## src/rtl/core/tbsi_mul.sv

```systemverilog
`default_nettype none
// ----------------------------------------------------------------------------
// tbsi_mul: iterative 64x64 unsigned multiplier
// One 32x32 partial product per cycle, accumulated into the 128-bit product.
// ----------------------------------------------------------------------------
module tbsi_mul (
   input  wire logic         clock,
   input  wire logic         reset,
   input  wire logic         start,
   input  wire logic [63:0]  op_a,
   input  wire logic [63:0]  op_b,
   output logic              done,
   output logic [127:0]      prod
);

   logic [63:0]  a_ff, a_in;
   logic [63:0]  b_ff, b_in;
   logic [127:0] acc_ff, acc_in;
   logic [1:0]   cnt_ff, cnt_in;
   logic         busy_ff, busy_in;
   logic         done_ff, done_in;
   logic [31:0]  a_half, b_half;
   logic [63:0]  partial;
   logic [127:0] partial_sh;

   always_comb begin
      a_half  = cnt_ff[1] ? a_ff[63:32] : a_ff[31:0];
      b_half  = cnt_ff[0] ? b_ff[63:32] : b_ff[31:0];
      partial = a_half * b_half;
      unique case (cnt_ff)
         2'd0:    partial_sh = {64'd0, partial};
         2'd3:    partial_sh = {partial, 64'd0};
         default: partial_sh = {32'd0, partial, 32'd0};
      endcase
   end

   always_comb begin
      a_in    = a_ff;
      b_in    = b_ff;
      acc_in  = acc_ff;
      cnt_in  = cnt_ff;
      busy_in = busy_ff;
      done_in = 1'b0;
      if (start) begin
         a_in    = op_a;
         b_in    = op_b;
         acc_in  = 128'd0;
         cnt_in  = 2'd0;
         busy_in = 1'b1;
      end else if (busy_ff) begin
         acc_in = acc_ff + partial_sh;
         cnt_in = cnt_ff + 2'd1;
         if (cnt_ff == 2'd3) begin
            busy_in = 1'b0;
            done_in = 1'b1;
         end
      end
   end

   always_ff @(posedge clock) begin
      a_ff   <= a_in;
      b_ff   <= b_in;
      acc_ff <= acc_in;
      cnt_ff <= cnt_in;
      if (reset) begin
         busy_ff <= 1'b0;
         done_ff <= 1'b0;
      end else begin
         busy_ff <= busy_in;
         done_ff <= done_in;
      end
   end

   assign done = done_ff;
   assign prod = acc_ff;

endmodule
`default_nettype wire

```

## config.mk

```make
export PLATFORM = sky130hd
export DESIGN_NAME = tbsi_mul
export DESIGN_NICKNAME = d
export VERILOG_FILES = /design/src/rtl/core/tbsi_mul.sv
export SDC_FILE = /design/constraint.sdc
export NUM_CORES = 2
export LEC_CHECK = 0
export BUFFER_PORTS_ARGS = -buffer_cell sky130_fd_sc_hd__buf_4
export CAP_MARGIN = 5
export CORE_ASPECT_RATIO = 1.1
export CORE_UTILIZATION = 44
export DETAILED_ROUTE_END_ITERATION = 7
export HOLD_SLACK_MARGIN = 0.06
export PLACE_DENSITY = 0.6
export SYNTH_ARGS = -nofsm -noshare
export SYNTH_HDL_FRONTEND = slang
export SYNTH_SLANG_ARGS = --single-unit
```

## constraint.sdc

```tcl
create_clock -name clock -period 21 [get_ports clock]
set_clock_uncertainty 0.05 [all_clocks]
set_input_delay 3.15 -clock clock [delete_from_list [all_inputs] [get_ports clock]]
set_output_delay 3.15 -clock clock [all_outputs]
set_load 0.1 [all_outputs]
```

# Yosys cells after proc, flatten, opt, wreduce, memory -nomap -nowiden
# Index checks and enable logic that the tools add are counted.
[classes]
n_eq_ne = 1
addsub = 2
n_bitwise = 1
n_mux = 7
n_reduce_logical = 2
multipliers = 1
[op_table]
columns = ["operator", "n"]
rows = [
  ["one-hot mux 128 bit (2 select lines)", 1],
  ["adder 128 bit", 1],
  ["multiplier 32 x 32 -> 64 bit", 1],
  ["2-to-1 mux 32 bit", 2],
  ["2-to-1 mux 1 bit", 4],
  ["OR reduction 3 bit", 1],
  ["adder 2 x 1 -> 2 bit (second input constant)", 1],
  ["equality test 2 bit (second input constant)", 1],
  ["logical NOT 2 bit", 1],
  ["NOT 1 bit", 1],
]
[totals]
reg_bits = 260
wordCells = 20

# Depth between registers and ports, before layout
[depth]
depth_word = 4
depth_mapped = 46
mapped_depth_nobuf = 40

# Least setup slack after synthesis
# No wires, ideal clock.
[synth_timing]
path_type = "register to register"
from = "register cnt_ff[1]"
to = "register acc_ff[127], in the netlist prod[127]"
t_required_ns = 20.816
path_stages_with_launch = 43
arrival_ns = 11.021
synth_period_minus_slack_ns = 11.205
setup_ns = 0.134
setup_slack_ns = 9.795
cell_sequence = "dfxtp_1 > clkbuf_1 > clkbuf_1 > clkbuf_1 > mux2i_1 > clkbuf_1 > nor2_1 > fa_1 > fa_1 > inv_1 > fa_1 > fa_1 > inv_1 > fa_1 > fa_1 > fa_1 > inv_1 > fa_1 > [7 not listed] > a311oi_1 > o21ai_1 > a31o_2 > o31ai_1 > xnor2_1 > o21ai_0 > ha_1 > clkbuf_1 > a21o_1 > o21bai_1 > a221o_1 > a221o_1 > a21o_1 > a31oi_4 > o21a_1 > or3_1 > mux2i_1 > or4_1"
[synth_via]
elab_chain_len = 4
word_cells_on_any_way = 6
cone_classes = "add/sub: 1; mul: 1; eq/ne: 1; mux: 2; reduce/logical: 1"
[synth_rtl]
columns = ["item", "line", "rtl"]
rows = [
  ["from (decl)", "19", "logic [1:0] cnt_ff, cnt_in;"],
  ["from (signal assigned)", "64", "cnt_ff <= cnt_in;"],
  ["2-to-1 mux 32 bit", "27", "a_half = cnt_ff[1] ? a_ff[63:32] : a_ff[31:0];"],
  ["multiplier 32 x 32 -> 64 bit", "29", "partial = a_half * b_half;"],
  ["one-hot mux 128 bit (2 select lines) *", "30", "unique case (cnt_ff)"],
  ["adder 128 bit *", "51", "acc_in = acc_ff + partial_sh;"],
  ["to (signal assigned)", "63", "acc_ff <= acc_in;"],
  ["to (decl)", "18", "logic [127:0] acc_ff, acc_in;"],
]
# Mark *: on every way between the ends. The rest lies on a longest branch, timed or not.
# A chain may end at the register's enable or synchronous reset.

# Worst setup path after layout
[layout_timing]
from = "register cnt_ff[1]"
to = "register acc_ff[116], in the netlist prod[116]"
# The elaborated chain is that of the path after synthesis.

==> qor.yml <==
global_route:
  grt.overflow.total: 0
  grt_max_degree: 72
  track_usage_pct: 32.9
  grt_pass1_wl_mm: 289
  antenna_found_initial: 1
  grt_pass1_vias: 45100
critical_path:
  r2r_start: "cnt_ff[1]"
  required_ns: 21.42
  startpoint_type: "flop"
  rrSetupSlack_ns: 7.40
  cpMostUsedCell: "fa_1"
  max_stage_delay_ns: 0.76
  reg2regPathDepth: 37
  timing.rr.end: "prod[116]"
  critical_path_class: "flop to flop"
  crit_family: "adder cells"
  cp_max_fo: 40
  worst-path-buf-inv: 4
  worst_setup_path_end_kind: "flop"
  crit_arrival_ns: 14.02
  cp_slowest_cell: "nor4_1"
synthesis:
  synth_top_family_by_area: "adder cells"
  synthFlopType: "dfxtp_1"
  synth.area.top_cells: "fa_1, ha_1, edfxtp_1"
  yosys.area_share.adder_pct: 45.1
  synth-xor-area-share_pct: 2.98
  synth_edf_count: 128
  synth_seq_area_share_pct: 12.7
  synth_nets: 7302
  ys_seq_elements: 260
  synth-warning-count: 0
  synth_simple_gate_area_share_pct: 15.2
  synth_top_area_share_pct: 35.3
  synth_cells: 5875
  syn_area_per_cell_um2: 8.67
  yosys-mux-area-fraction_pct: 3.49
  synthArstFlopShare_pct: 0
  synth_top_area_cell: "fa_1"
  synth_area_um2: 50900
  synth-compound-area-share_pct: 11.5
  ys_types: 81
route:
  ant_nets: 0
  wl_mm: 191
  first_iter_violations: 3782
  drc: 0
  dr.pass1.iters: 8
  dr_total_vias: 43500
  wire_per_inst_um: 25.4
  via_per_inst: 5.80
floorplan:
  ios: 260
  start_util_pct: 44.5
  core_area_um2: 115000
  die_area_um2: 117000
  die_height_um: 359
  row_count: 130
  die_w_um: 326
timing:
  rsz0062_at_grt: "false"
  tns_ns: 0
  post-route-min-period_ns: 13.60
  worstMarginPinSlew_ns: 1.08
  period_share_pct: 64.8
  fin_ws_ns: 7.40
  setup_viol: 0
  max_slew_margin_pct: 28.1
  hold_violations: 0
  report.final.slew_viol_count: 0
  max_freq_mhz: 73.5
place:
  port_buffers: 259
  dp_hpwl_mm: 154
  preCtsSetupSlack_ns: 7.71
  place_congestion: 1.00
min_path:
  min_path_cells: 2
  hp-class: "flop to flop"
  min_from: "prod[119]"
  whs_endpoint: "prod[119]"
finish:
  area.growth.synth_to_final_pct: 9.64
  fillers: 11100
  n_antenna_cell: 0
  seq_area_um2: 6500
  drive_above_1_share_pct: 9.22
  final_cell_mix: "inv_1, fa_1, nor2_1, nand2_1, ha_1"
  multi_input_area_um2: 40100
  layout_commonest_cell: "inv_1"
  nNetsFinal: 7375
cts:
  clock_sinks: 260
  cts.clk_slew.worst_paths_ns: 0.06
  insertion_delay_ns: 0.64
  numCtsBuffers: 38
  cts_tree: "yes"
  cts.repair.resized: 0
  cts_root_buf: "clkbuf_16"
  clk_path_buf_depth: 3
  h-tree-depth: 2
  cts_hold_buf: 0
  post-cts-setup-buffers: 0
run:
  drv_cap: 0
run_status:
  status: "complete, no violations"
-- stage by stage --
step,utilization [%],hold slack [ns],instances,area [um^2]
2_1_floorplan,-,0.593,5875,50900
3_3_place_gp,47.5,0.427,7424,54400
3_5_place_dp,47.5,0.432,7425,54400
4_1_cts,48.7,0.444,7493,55800
5_1_grt,48.8,0.479,7494,55800
6_report,48.8,0.441,7494,55800
-- area by class of cell --
class,instances,share of cell area [%]
Sequential cell,260,11.6
Tap cell,1518,3.40
Inverter,909,6.11
Multi-Input combinational cell,4397,71.7
Clock inverter,29,0.771
Clock buffer,39,1.71
Timing Repair Buffer,342,4.63
-- kinds of logic (layout without fill, tap and decap cells) --
kind of cell             after synthesis  in the layout
multiplexers                         170            170
AO/OA/AOI/OAI                        913            913
adder cells (fa/ha/maj)             1296           1296
buffers and inverters               1218           1319
XOR/XNOR                             173            173
AND/OR/NAND/NOR                     1845           1845
flip-flops                           260            260
-- routing by layer --
layer  share of wire (%)  track usage (%)
met1                  40             43.3
met2                  45             51.6
met3                 9.1             6.56
met4                 5.8             15.9
met5              0.0073                0
-- worst max path at each step --
stage	startpoint	to	slack, ns	depth (start not counted)
detailed placement	cnt_ff[0]	prod[116]	7.71	36
CTS	cnt_ff[1]	prod[116]	7.62	39
global placement	cnt_ff[1]	prod[116]	7.76	39
finish	cnt_ff[1]	prod[116]	7.40	37
floorplan	cnt_ff[1]	prod[127]	9.80	42
global route	cnt_ff[1]	prod[124]	7.05	39
-- tightest hold or removal path, stage by stage (launching register included) --
cell     delay, ns
dfxtp_1       0.33
nand2_1       0.05
o21ai_0       0.06
-- Yosys cell counts (all sizes together) (20+ instances only) --
library cell	n
a211oi	26
a21o	115
a21oi	279
a22o	46
a31oi	28
and2	57
buf	46
clkbuf	263
dfxtp	132
edfxtp	128
fa	897
ha	399
inv	908
mux2	62
mux2i	108
nand2	682
nand2b	24
nand3	35
nand4	89
nor2	821
nor3	44
o21a	26
o21ai	207
o21bai	60
o31ai	20
xnor2	106
xor2	67
-- registers in the layout (all words and copies together) (netlist names) --
register / count
b_ff: 64
cnt_ff: 2
a_ff: 64
busy_ff: 1
prod: 128
done: 1
Power is not shown: default switching activity piles up to over one toggle a cycle in this logic, so the estimate is an artifact.
