## src/rtl/core/tbsi_pkg.sv

```systemverilog
`default_nettype none
// ----------------------------------------------------------------------------
// tbsi_pkg: shared types, codes and saturating helpers
// Signed Q24.40 arithmetic support for the two-body spring integrator.
// ----------------------------------------------------------------------------
package tbsi_pkg;

   localparam int Q_BITS     = 40;
   localparam int CSR_IDX_W  = 3;

   localparam logic [63:0] MAX_VALUE = 64'h7FFF_FFFF_FFFF_FFFF;
   localparam logic [63:0] MIN_VALUE = 64'h8000_0000_0000_0000;

   localparam logic [62:0] RESET_TIME_STEP      = 63'd1099511627776;
   localparam logic [62:0] RESET_TIME_OVER_MASS = 63'd1099511627776;
   localparam logic [62:0] RESET_SPRING_CONST   = 63'd2466204581101568;
   localparam logic [62:0] RESET_REST_LENGTH    = 63'd1206164255670;

   localparam logic [CSR_IDX_W-1:0] CSR_TIME_STEP      = 3'd0;
   localparam logic [CSR_IDX_W-1:0] CSR_TIME_OVER_MASS = 3'd1;
   localparam logic [CSR_IDX_W-1:0] CSR_SPRING_CONST   = 3'd2;
   localparam logic [CSR_IDX_W-1:0] CSR_REST_LENGTH    = 3'd3;

   localparam logic [1:0] ACT_LOAD_POS = 2'd0;
   localparam logic [1:0] ACT_LOAD_VEL = 2'd1;
   localparam logic [1:0] ACT_TICK     = 2'd2;

   localparam logic [1:0] AXIS_UNUSED  = 2'd3;

   typedef struct packed {
      logic [1:0]         action;
      logic               atom;
      logic [1:0]         axis;
      logic signed [63:0] load_value;
   } req_type;

   typedef struct packed {
      logic signed [63:0] pos_x;
      logic signed [63:0] pos_y;
      logic signed [63:0] pos_z;
      logic signed [63:0] vel_x;
      logic signed [63:0] vel_y;
      logic signed [63:0] vel_z;
      logic signed [63:0] force_x;
      logic signed [63:0] force_y;
      logic signed [63:0] force_z;
      logic               saturated;
   } rsp_type;

   typedef struct packed {
      logic start;
      logic sqrt_mode;
   } rd_ctl_type;

   typedef struct packed {
      logic        sat;
      logic [63:0] value;
   } sat_type;

   function automatic logic [63:0] mag_of(input logic [63:0] a);
      return a[63] ? (64'd0 - a) : a;
   endfunction

   // sign plus wide magnitude into a clipped signed 64-bit value
   function automatic sat_type sat_pack(input logic neg, input logic [127:0] mag);
      sat_type res;
      res.sat   = 1'b0;
      res.value = mag[63:0];
      if (neg) begin
         if ((mag[127:64] != 64'd0) || (mag[63:0] > MIN_VALUE)) begin
            res.sat   = 1'b1;
            res.value = MIN_VALUE;
         end else begin
            res.value = 64'd0 - mag[63:0];
         end
      end else if (mag[127:63] != 65'd0) begin
         res.sat   = 1'b1;
         res.value = MAX_VALUE;
      end
      return res;
   endfunction

   function automatic sat_type sat_add(input logic [63:0] a, input logic [63:0] b);
      sat_type res;
      res.value = a + b;
      res.sat   = 1'b0;
      if ((a[63] == b[63]) && (res.value[63] != a[63])) begin
         res.sat   = 1'b1;
         res.value = a[63] ? MIN_VALUE : MAX_VALUE;
      end
      return res;
   endfunction

   function automatic sat_type sat_sub(input logic [63:0] a, input logic [63:0] b);
      sat_type res;
      res.value = a - b;
      res.sat   = 1'b0;
      if ((a[63] != b[63]) && (res.value[63] != a[63])) begin
         res.sat   = 1'b1;
         res.value = a[63] ? MIN_VALUE : MAX_VALUE;
      end
      return res;
   endfunction

endpackage
`default_nettype wire

```

## src/rtl/core/tbsi_root_div.sv

```systemverilog
`default_nettype none
// ----------------------------------------------------------------------------
// tbsi_root_div: shared shift-subtract unit
// Integer square root of a 128-bit value (64 steps) or 128/64 division
// (128 steps), one result bit per cycle.
// ----------------------------------------------------------------------------
module tbsi_root_div (
   input  wire logic                 clock,
   input  wire logic                 reset,
   input  wire tbsi_pkg::rd_ctl_type ctl,
   input  wire logic [127:0]         operand,
   input  wire logic [63:0]          divisor,
   output logic                      done,
   output logic [127:0]              result
);

   logic [127:0] work_ff, work_in;
   logic [66:0]  rem_ff, rem_in;
   logic [63:0]  root_ff, root_in;
   logic [63:0]  div_ff, div_in;
   logic [6:0]   cnt_ff, cnt_in;
   logic         mode_ff, mode_in;
   logic         busy_ff, busy_in;
   logic         done_ff, done_in;
   logic [66:0]  rem_sh, trial, rem_sub;
   logic         ge;
   logic         last;

   always_comb begin
      if (mode_ff) begin
         rem_sh = {rem_ff[64:0], work_ff[127:126]};
         trial  = {1'b0, root_ff, 2'b01};
      end else begin
         rem_sh = {2'd0, rem_ff[63:0], work_ff[127]};
         trial  = {3'd0, div_ff};
      end
      ge      = (rem_sh >= trial);
      rem_sub = rem_sh - trial;
      last    = mode_ff ? (cnt_ff == 7'd63) : (cnt_ff == 7'd127);
   end

   always_comb begin
      work_in = work_ff;
      rem_in  = rem_ff;
      root_in = root_ff;
      div_in  = div_ff;
      cnt_in  = cnt_ff;
      mode_in = mode_ff;
      busy_in = busy_ff;
      done_in = 1'b0;
      if (ctl.start) begin
         work_in = operand;
         rem_in  = 67'd0;
         root_in = 64'd0;
         div_in  = divisor;
         cnt_in  = 7'd0;
         mode_in = ctl.sqrt_mode;
         busy_in = 1'b1;
      end else if (busy_ff) begin
         rem_in  = ge ? rem_sub : rem_sh;
         root_in = {root_ff[62:0], ge};
         work_in = mode_ff ? {work_ff[125:0], 2'b00} : {work_ff[126:0], ge};
         cnt_in  = cnt_ff + 7'd1;
         if (last) begin
            busy_in = 1'b0;
            done_in = 1'b1;
         end
      end
   end

   always_ff @(posedge clock) begin
      work_ff <= work_in;
      rem_ff  <= rem_in;
      root_ff <= root_in;
      div_ff  <= div_in;
      cnt_ff  <= cnt_in;
      mode_ff <= mode_in;
      if (reset) begin
         busy_ff <= 1'b0;
         done_ff <= 1'b0;
      end else begin
         busy_ff <= busy_in;
         done_ff <= done_in;
      end
   end

   assign done   = done_ff;
   assign result = mode_ff ? {64'd0, root_ff} : work_ff;

endmodule
`default_nettype wire

```

## config.mk

```make
export PLATFORM = sky130hd
export DESIGN_NAME = tbsi_root_div
export DESIGN_NICKNAME = d
export VERILOG_FILES = /design/src/rtl/core/tbsi_pkg.sv /design/src/rtl/core/tbsi_root_div.sv
export SDC_FILE = /design/constraint.sdc
export NUM_CORES = 1
export LEC_CHECK = 0
export ABC_AREA = 0
export BUFFER_PORTS_ARGS = -buffer_cell sky130_fd_sc_hd__buf_2
export CORE_MARGIN = 2
export CORE_UTILIZATION = 30
export DETAILED_ROUTE_END_ITERATION = 10
export PLACE_DENSITY = 0.46
export SYNTH_ARGS = -nofsm -noshare
export SYNTH_HDL_FRONTEND = slang
export SYNTH_SLANG_ARGS = --single-unit
```

## constraint.sdc

```tcl
create_clock -name clock -period 4.4 [get_ports clock]
set_input_delay 0.88 -clock clock [delete_from_list [all_inputs] [get_ports clock]]
set_output_delay 0.88 -clock clock [all_outputs]
set_load 0.02 [all_outputs]
```

==> Yosys cells after proc, flatten, opt, wreduce, memory -nomap -nowiden <==
Cells that the tools add are included.
{ "word_totals": {"wordCells": 28, "reg_bits": 331, "output_inout_bits": 129} }
{ "classes": {"n_eq_ne": 2, "n_mux": 12, "n_lt_le_gt_ge": 1, "n_reduce_logical": 2, "add_sub_neg": 2, "bitwise": 1} }
{ "op_table": {"columns": ["cell", "count"], "rows": [
  ["2-to-1 mux 128 bit", 4],
  ["greater-or-equal comparator 67 x 66 -> 1 bit", 1],
  ["2-to-1 mux 67 bit", 1],
  ["2-to-1 mux 66 bit", 1],
  ["2-to-1 mux 65 bit", 1],
  ["subtractor 65 bit", 1],
  ["adder 7 x 1 -> 7 bit, second input constant", 1],
  ["== test 7 x 6 -> 1 bit, second input constant", 1],
  ["== test 7 bit, second input constant", 1],
  ["2-to-1 mux 1 bit", 5],
  ["OR reduction 3 bit", 1],
  ["nonzero test 2 bit", 1],
  ["NOT 1 bit", 1]
]} }

==> Logic depth before layout (Yosys ltp) <==
{ "logic_depth": {"ltp_word": 5, "ltp_mapped": 19} }

==> Worst setup path after synthesis <==
No wires, ideal clock.
{ "synth_timing": {"path_type": "input -> register", "start": "input port ctl[1] (netlist name)", "end": "register work_ff[0] (enable)", "t_arrival_ns": 4.249, "required_ns": 3.920, "setup_time_ns": 0.480, "n_path_buf": 3, "cell_stages": 5, "slack_ns": -0.330, "path_cell_list": "clkbuf_1 -> clkbuf_1 -> nor2_1 -> clkbuf_1 -> inv_1"} }
{ "synth_between": {"elab_chain_cells": 1} }
{ "synth_lines": {"columns": ["element", "line", "text"], "rows": [
  ["start: declaration", "tbsi_root_div.sv:10", "input wire tbsi_pkg::rd_ctl_type ctl,"],
  ["nonzero test 2 bit (no line)", null, null],
  ["end signal: assignment", "tbsi_root_div.sv:72", "work_ff <= work_in;"],
  ["end: declaration", "tbsi_root_div.sv:17", "logic [127:0] work_ff, work_in;"]
]} }
No other way between the ends.
A chain may end at the register's enable or synchronous reset.

==> Worst setup path in the final report <==
{ "layout_timing": {"start": "register mode_ff", "end": "register rem_ff[62]"} }
{ "layout_between": {"elab_chain_cells": 3, "word_cells_on_any_way": 5, "classes_between": "1 x add/sub; 1 x order compare; 3 x mux"} }
{ "layout_lines": {"columns": ["element", "line", "text"], "rows": [
  ["start: declaration", "tbsi_root_div.sv:22", "logic mode_ff, mode_in;"],
  ["start signal: assignment", "tbsi_root_div.sv:77", "mode_ff <= mode_in;"],
  ["2-to-1 mux 67 bit / 2-to-1 mux 66 bit (equally long branches)", "tbsi_root_div.sv:30", "if (mode_ff) begin"],
  ["subtractor 65 bit / greater-or-equal comparator 67 x 66 -> 1 bit (equally long branches)", "tbsi_root_div.sv:38, tbsi_root_div.sv:37", null],
  ["2-to-1 mux 65 bit *", "tbsi_root_div.sv:60", "rem_in = ge ? rem_sub : rem_sh;"],
  ["end signal: assignment", "tbsi_root_div.sv:73", "rem_ff <= rem_in;"],
  ["end: declaration", "tbsi_root_div.sv:18", "logic [66:0] rem_ff, rem_in;"]
]} }
Every way passes the cells marked *; elsewhere a longest branch is shown, timed or not.

==> results by group <==
Pwr
  • Switching part of the total: roughly 40%
  • Pwr/cell area: just under 600 mW/mm2
  • Max IR drop VDD: approximately 0.00051 V
  • Int Power: ~8.4 mW
  • Sw Pwr: 5.62 mW
  • Static Leak: 10.2 nW
  • Share of power burned in the clock network: a little under a quarter
  • Combinational share of power: 47.9%
  • Reg power frac: between 20 and 30%

Logic synthesis
  • Top FF cell, synth: sky130_fd_sc_hd__edfxtp_1
  • Asr flop ratio synth: 0%
  • Mapped cell area: about 0.02 mm2
  • Net Count, Synth: about 2,300
  • Share of the synthesized area in the top cell type: about 30%
  • Synth Register Bits: 331
  • Post-synth top area cell: sky130_fd_sc_hd__edfxtp_1
  • Count of distinct cell types in the synthesized netlist: 71
  • Number of warnings issued by yosys: 0
  • Sequential area share after synthesis: between 40 and 50%
  • Dominant cells by area after synthesis: sky130_fd_sc_hd__edfxtp_1 (29%), sky130_fd_sc_hd__dfxtp_1 (14%), sky130_fd_sc_hd__mux2i_1 (10%)
  • Average cell area after synthesis: 9.58 um2
  • Synthesized instance count: 2,074
  • Number of synthesized flops with an enable pin: 193

Worst setup path
  • Worst setup path class: reg2reg
  • Critical Path Max Stage Delay: about 0.53 ns
  • Launching element type of the critical path: flop
  • Minimum setup slack among reg-to-reg paths: between 0.2 and 0.3 ns
  • Top fanout value on the critical path: 26
  • Data required time of the worst path: roughly 4.9 ns
  • Cell Chain, Critical Path: buf_12, buf_12, mux2_2, ha_1, nand4_1, or2_0, or4_4, nand4b_1, nand3_1, and2_4, o21ai_0, buf_4, a21oi_1, xor2_1, o21ai_0
  • Element type at the critical path end: flop
  • Worst flop-to-flop path startpoint: mode_ff
  • Arrival time of data at the critical path endpoint: ~4.6 ns
  • Reg-to-reg endpoint: rem_ff[62]
  • Cells on worst reg2reg path: 15
  • Library cell contributing the largest single delay on the critical path: sky130_fd_sc_hd__or4_4

Timing
  • RSZ-0062 raised after global routing: no
  • Actual transition at the worst max-transition pin: 0.989 ns
  • Worst slew margin relative to its limit: between 30 and 40%
  • Number of failing hold endpoints at the final stage: 0
  • Final critical-path setup slack: approximately 0.30 ns
  • Top achievable clock speed: roughly 240 MHz
  • Worst clock skew: 0.0231 ns
  • Endpoints failing setup: 0
  • Post-route clock period utilization: just over 90%
  • Final-layout setup total negative slack: 0 ns
  • Minimum clock period after layout: 4.10 ns
  • Count of pins over their slew limit: 0

Routing
  • Remaining design rule violation count: 0
  • Number of nets with antenna violations after detailed routing: 0
  • Mean number of vias per cell: approximately 5.0
  • Detailed-route wire length per cell: 18.1 um
  • Initial DRC Count: 1,012
  • Router iterations before antenna repair: 5
  • Routed vias: around 16,000
  • Routed WL: slightly below 60,000 um

Clock network
  • TritonCTS clock tree: yes
  • Clock transition at path regs: 0.06 ns
  • H-tree Lvls: 2
  • CTS buffer count: 42
  • Cts-stage hold buffer count: 0
  • Sink count of the clock tree: 331
  • Worst-case clock buffer depth: 3
  • Clock insertion delay at the later pin of the skew report: around 0.56 ns
  • Cell chosen for the clock root: sky130_fd_sc_hd__clkbuf_16

Worst hold path
  • Min-delay src: rem_ff[47]
  • Endpoint with the worst hold slack: rem_ff[47]
  • Worst min-delay path class: reg2reg
  • Count of cells along the worst hold path: 2

GRT
  • Global route overflow: 0
  • Antenna violations before repair: 6
  • GRT Overall Usage: 16.6%
  • First-pass GRT wire length: ~90,000 um
  • Maximum number of pins on one net before global-route repair: 197
  • Via count of the first global-routing pass: about 16,000

Placed design
  • Number of cells in the design after placement: 3,167
  • Post-DP Area: approximately 0.023 mm2
  • Routability cong.: around 0.87
  • DPL Wire Length: between 40,000 and 50,000 um
  • Pre-CTS setup slack: 0.136 ns
  • Port buffer count: between 300 and 400

Floorplanning
  • I/O pins: 325
  • Overall die height: ~260 um
  • Initial core utilization: approximately 30%
  • Area of the die: 0.0683 mm2
  • Site Rows: between 90 and 100
  • Floorplan Core Area: roughly 0.066 mm2
  • Horiz. Die Dim: 261 um

Finish
  • Share of layout cells above drive strength 1: 24.3%
  • Filler-free cell count of the finished design: approximately 3,200
  • Leading cell types in the layout, fill and taps excluded: sky130_fd_sc_hd__buf_2 (323), sky130_fd_sc_hd__nand2_1 (214), sky130_fd_sc_hd__mux2i_1 (200)
  • Area delta synth->final: 20.3%
  • Number of nets in the final layout: roughly 2,600
  • Number of fillers in the final layout: a little under 7,000
  • Commonest non-fill, non-tap cell in the layout: sky130_fd_sc_hd__buf_2
  • Area of all placed cells without fillers: around 0.024 mm2

Status
  • Run status: finished clean

Run
  • Max-cap violations: 0
worst max-delay path by stage:
stage / from / slack, ns / endpoint
2_1_floorplan: ctl[1] / 0.05 / work_ff[0]
5_1_grt: mode_ff / 0.02 / rem_ff[53]
3_3_place_gp: mode_ff / 0.26 / rem_ff[50]
3_5_place_dp: mode_ff / 0.14 / rem_ff[53]
4_1_cts: mode_ff / 0.10 / rem_ff[53]
6_report: mode_ff / 0.30 / rem_ff[62]
power groups by stage:
stage | logic [mW] | clock network (mW) | registers (mW)
floorplan | 4.85 | 0 | 3.92
global placement | 6.50 | 0 | 4.02
detailed placement | 6.47 | 0 | 4.02
CTS | 6.50 | 3.45 | 3.96
global route | 7.43 | 3.56 | 4.01
finish | 6.70 | 3.32 | 3.96
Yosys cell counts, types with 33 or more instances:
cell type                  count
sky130_fd_sc_hd__a211oi_1     38
sky130_fd_sc_hd__a21o_1       33
sky130_fd_sc_hd__a21oi_1     179
sky130_fd_sc_hd__clkbuf_1    102
sky130_fd_sc_hd__dfxtp_1     138
sky130_fd_sc_hd__edfxtp_1    193
sky130_fd_sc_hd__ha_1         67
sky130_fd_sc_hd__mux2_2      124
sky130_fd_sc_hd__mux2i_1     200
sky130_fd_sc_hd__nand2_1     214
sky130_fd_sc_hd__nor2_1      189
sky130_fd_sc_hd__nor2b_1      69
sky130_fd_sc_hd__o21ai_0     191
sky130_fd_sc_hd__xnor2_1      40
area by class of cell:
class | instances | area [um2] | share of cell area, %
antenna | 1 | 2.50 | 0.0105
clock buffer | 62 | 1200 | 5.01
clock inverter | 14 | 106 | 0.445
inverter | 22 | 86.3 | 0.361
multi-input combinational | 1579 | 10700 | 44.7
sequential | 331 | 8560 | 35.8
tap | 864 | 1080 | 4.52
timing repair buffer | 375 | 2190 | 9.18
timing repair:
| action | 4_1_cts | 5_1_grt |
|---|---|---|
| hold endpoints to repair | 0 | 0 |
| buffers inserted | 0 | 2 |
| gates resized for setup | 0 | 8 |
| endpoints found under the setup margin | 0 | 30 |
stage by stage:
stage               hold WS [ns]  utilization, %  total power [mW]
floorplan                  0.430               -              8.77
global placement           0.455            34.3              10.5
detailed placement         0.450            34.3              10.5
CTS                        0.433            36.3              13.9
global route               0.464            36.4              15.0
finish                     0.460            36.4              14.0
routing by layer:
metal / up-vias / global-route usage (%) / share of wire [%]
li1: 8124 / - / -
met1: 7658 / 23.3 / 48
met2: 352 / 26.5 / 45
met3: 77 / 2.70 / 4.7
met4: 8 / 4.28 / 1.9
met5: - / 0 / 0.087
worst max-delay path: cells and delay by family, from the launching register on:
family,cells,cell delay (ns)
adder cells (fa/ha/maj),1,0.44
buffers and inverters,3,0.65
AND/OR/NAND/NOR,6,1.46
multiplexers,1,0.37
XOR/XNOR,1,0.15
flip-flops,1,0.45
AO/OA/AOI/OAI,3,0.51
registers in the layout (all words and copies together), names as in the netlist:
signal	count
rem_ff	65
cnt_ff	7
busy_ff	1
mode_ff	1
done	1
root_ff	64
work_ff	128
div_ff	64
kinds of logic after synthesis:
group	synth area share (%)
compound gates	16.4
xor+xnor	2.95
fa+ha+maj	4.32
buf+inv	3.27
flops	43.1
mux	17.1
simple gates	12.9
No activity file was read; power rests on OpenSTA's default activity.
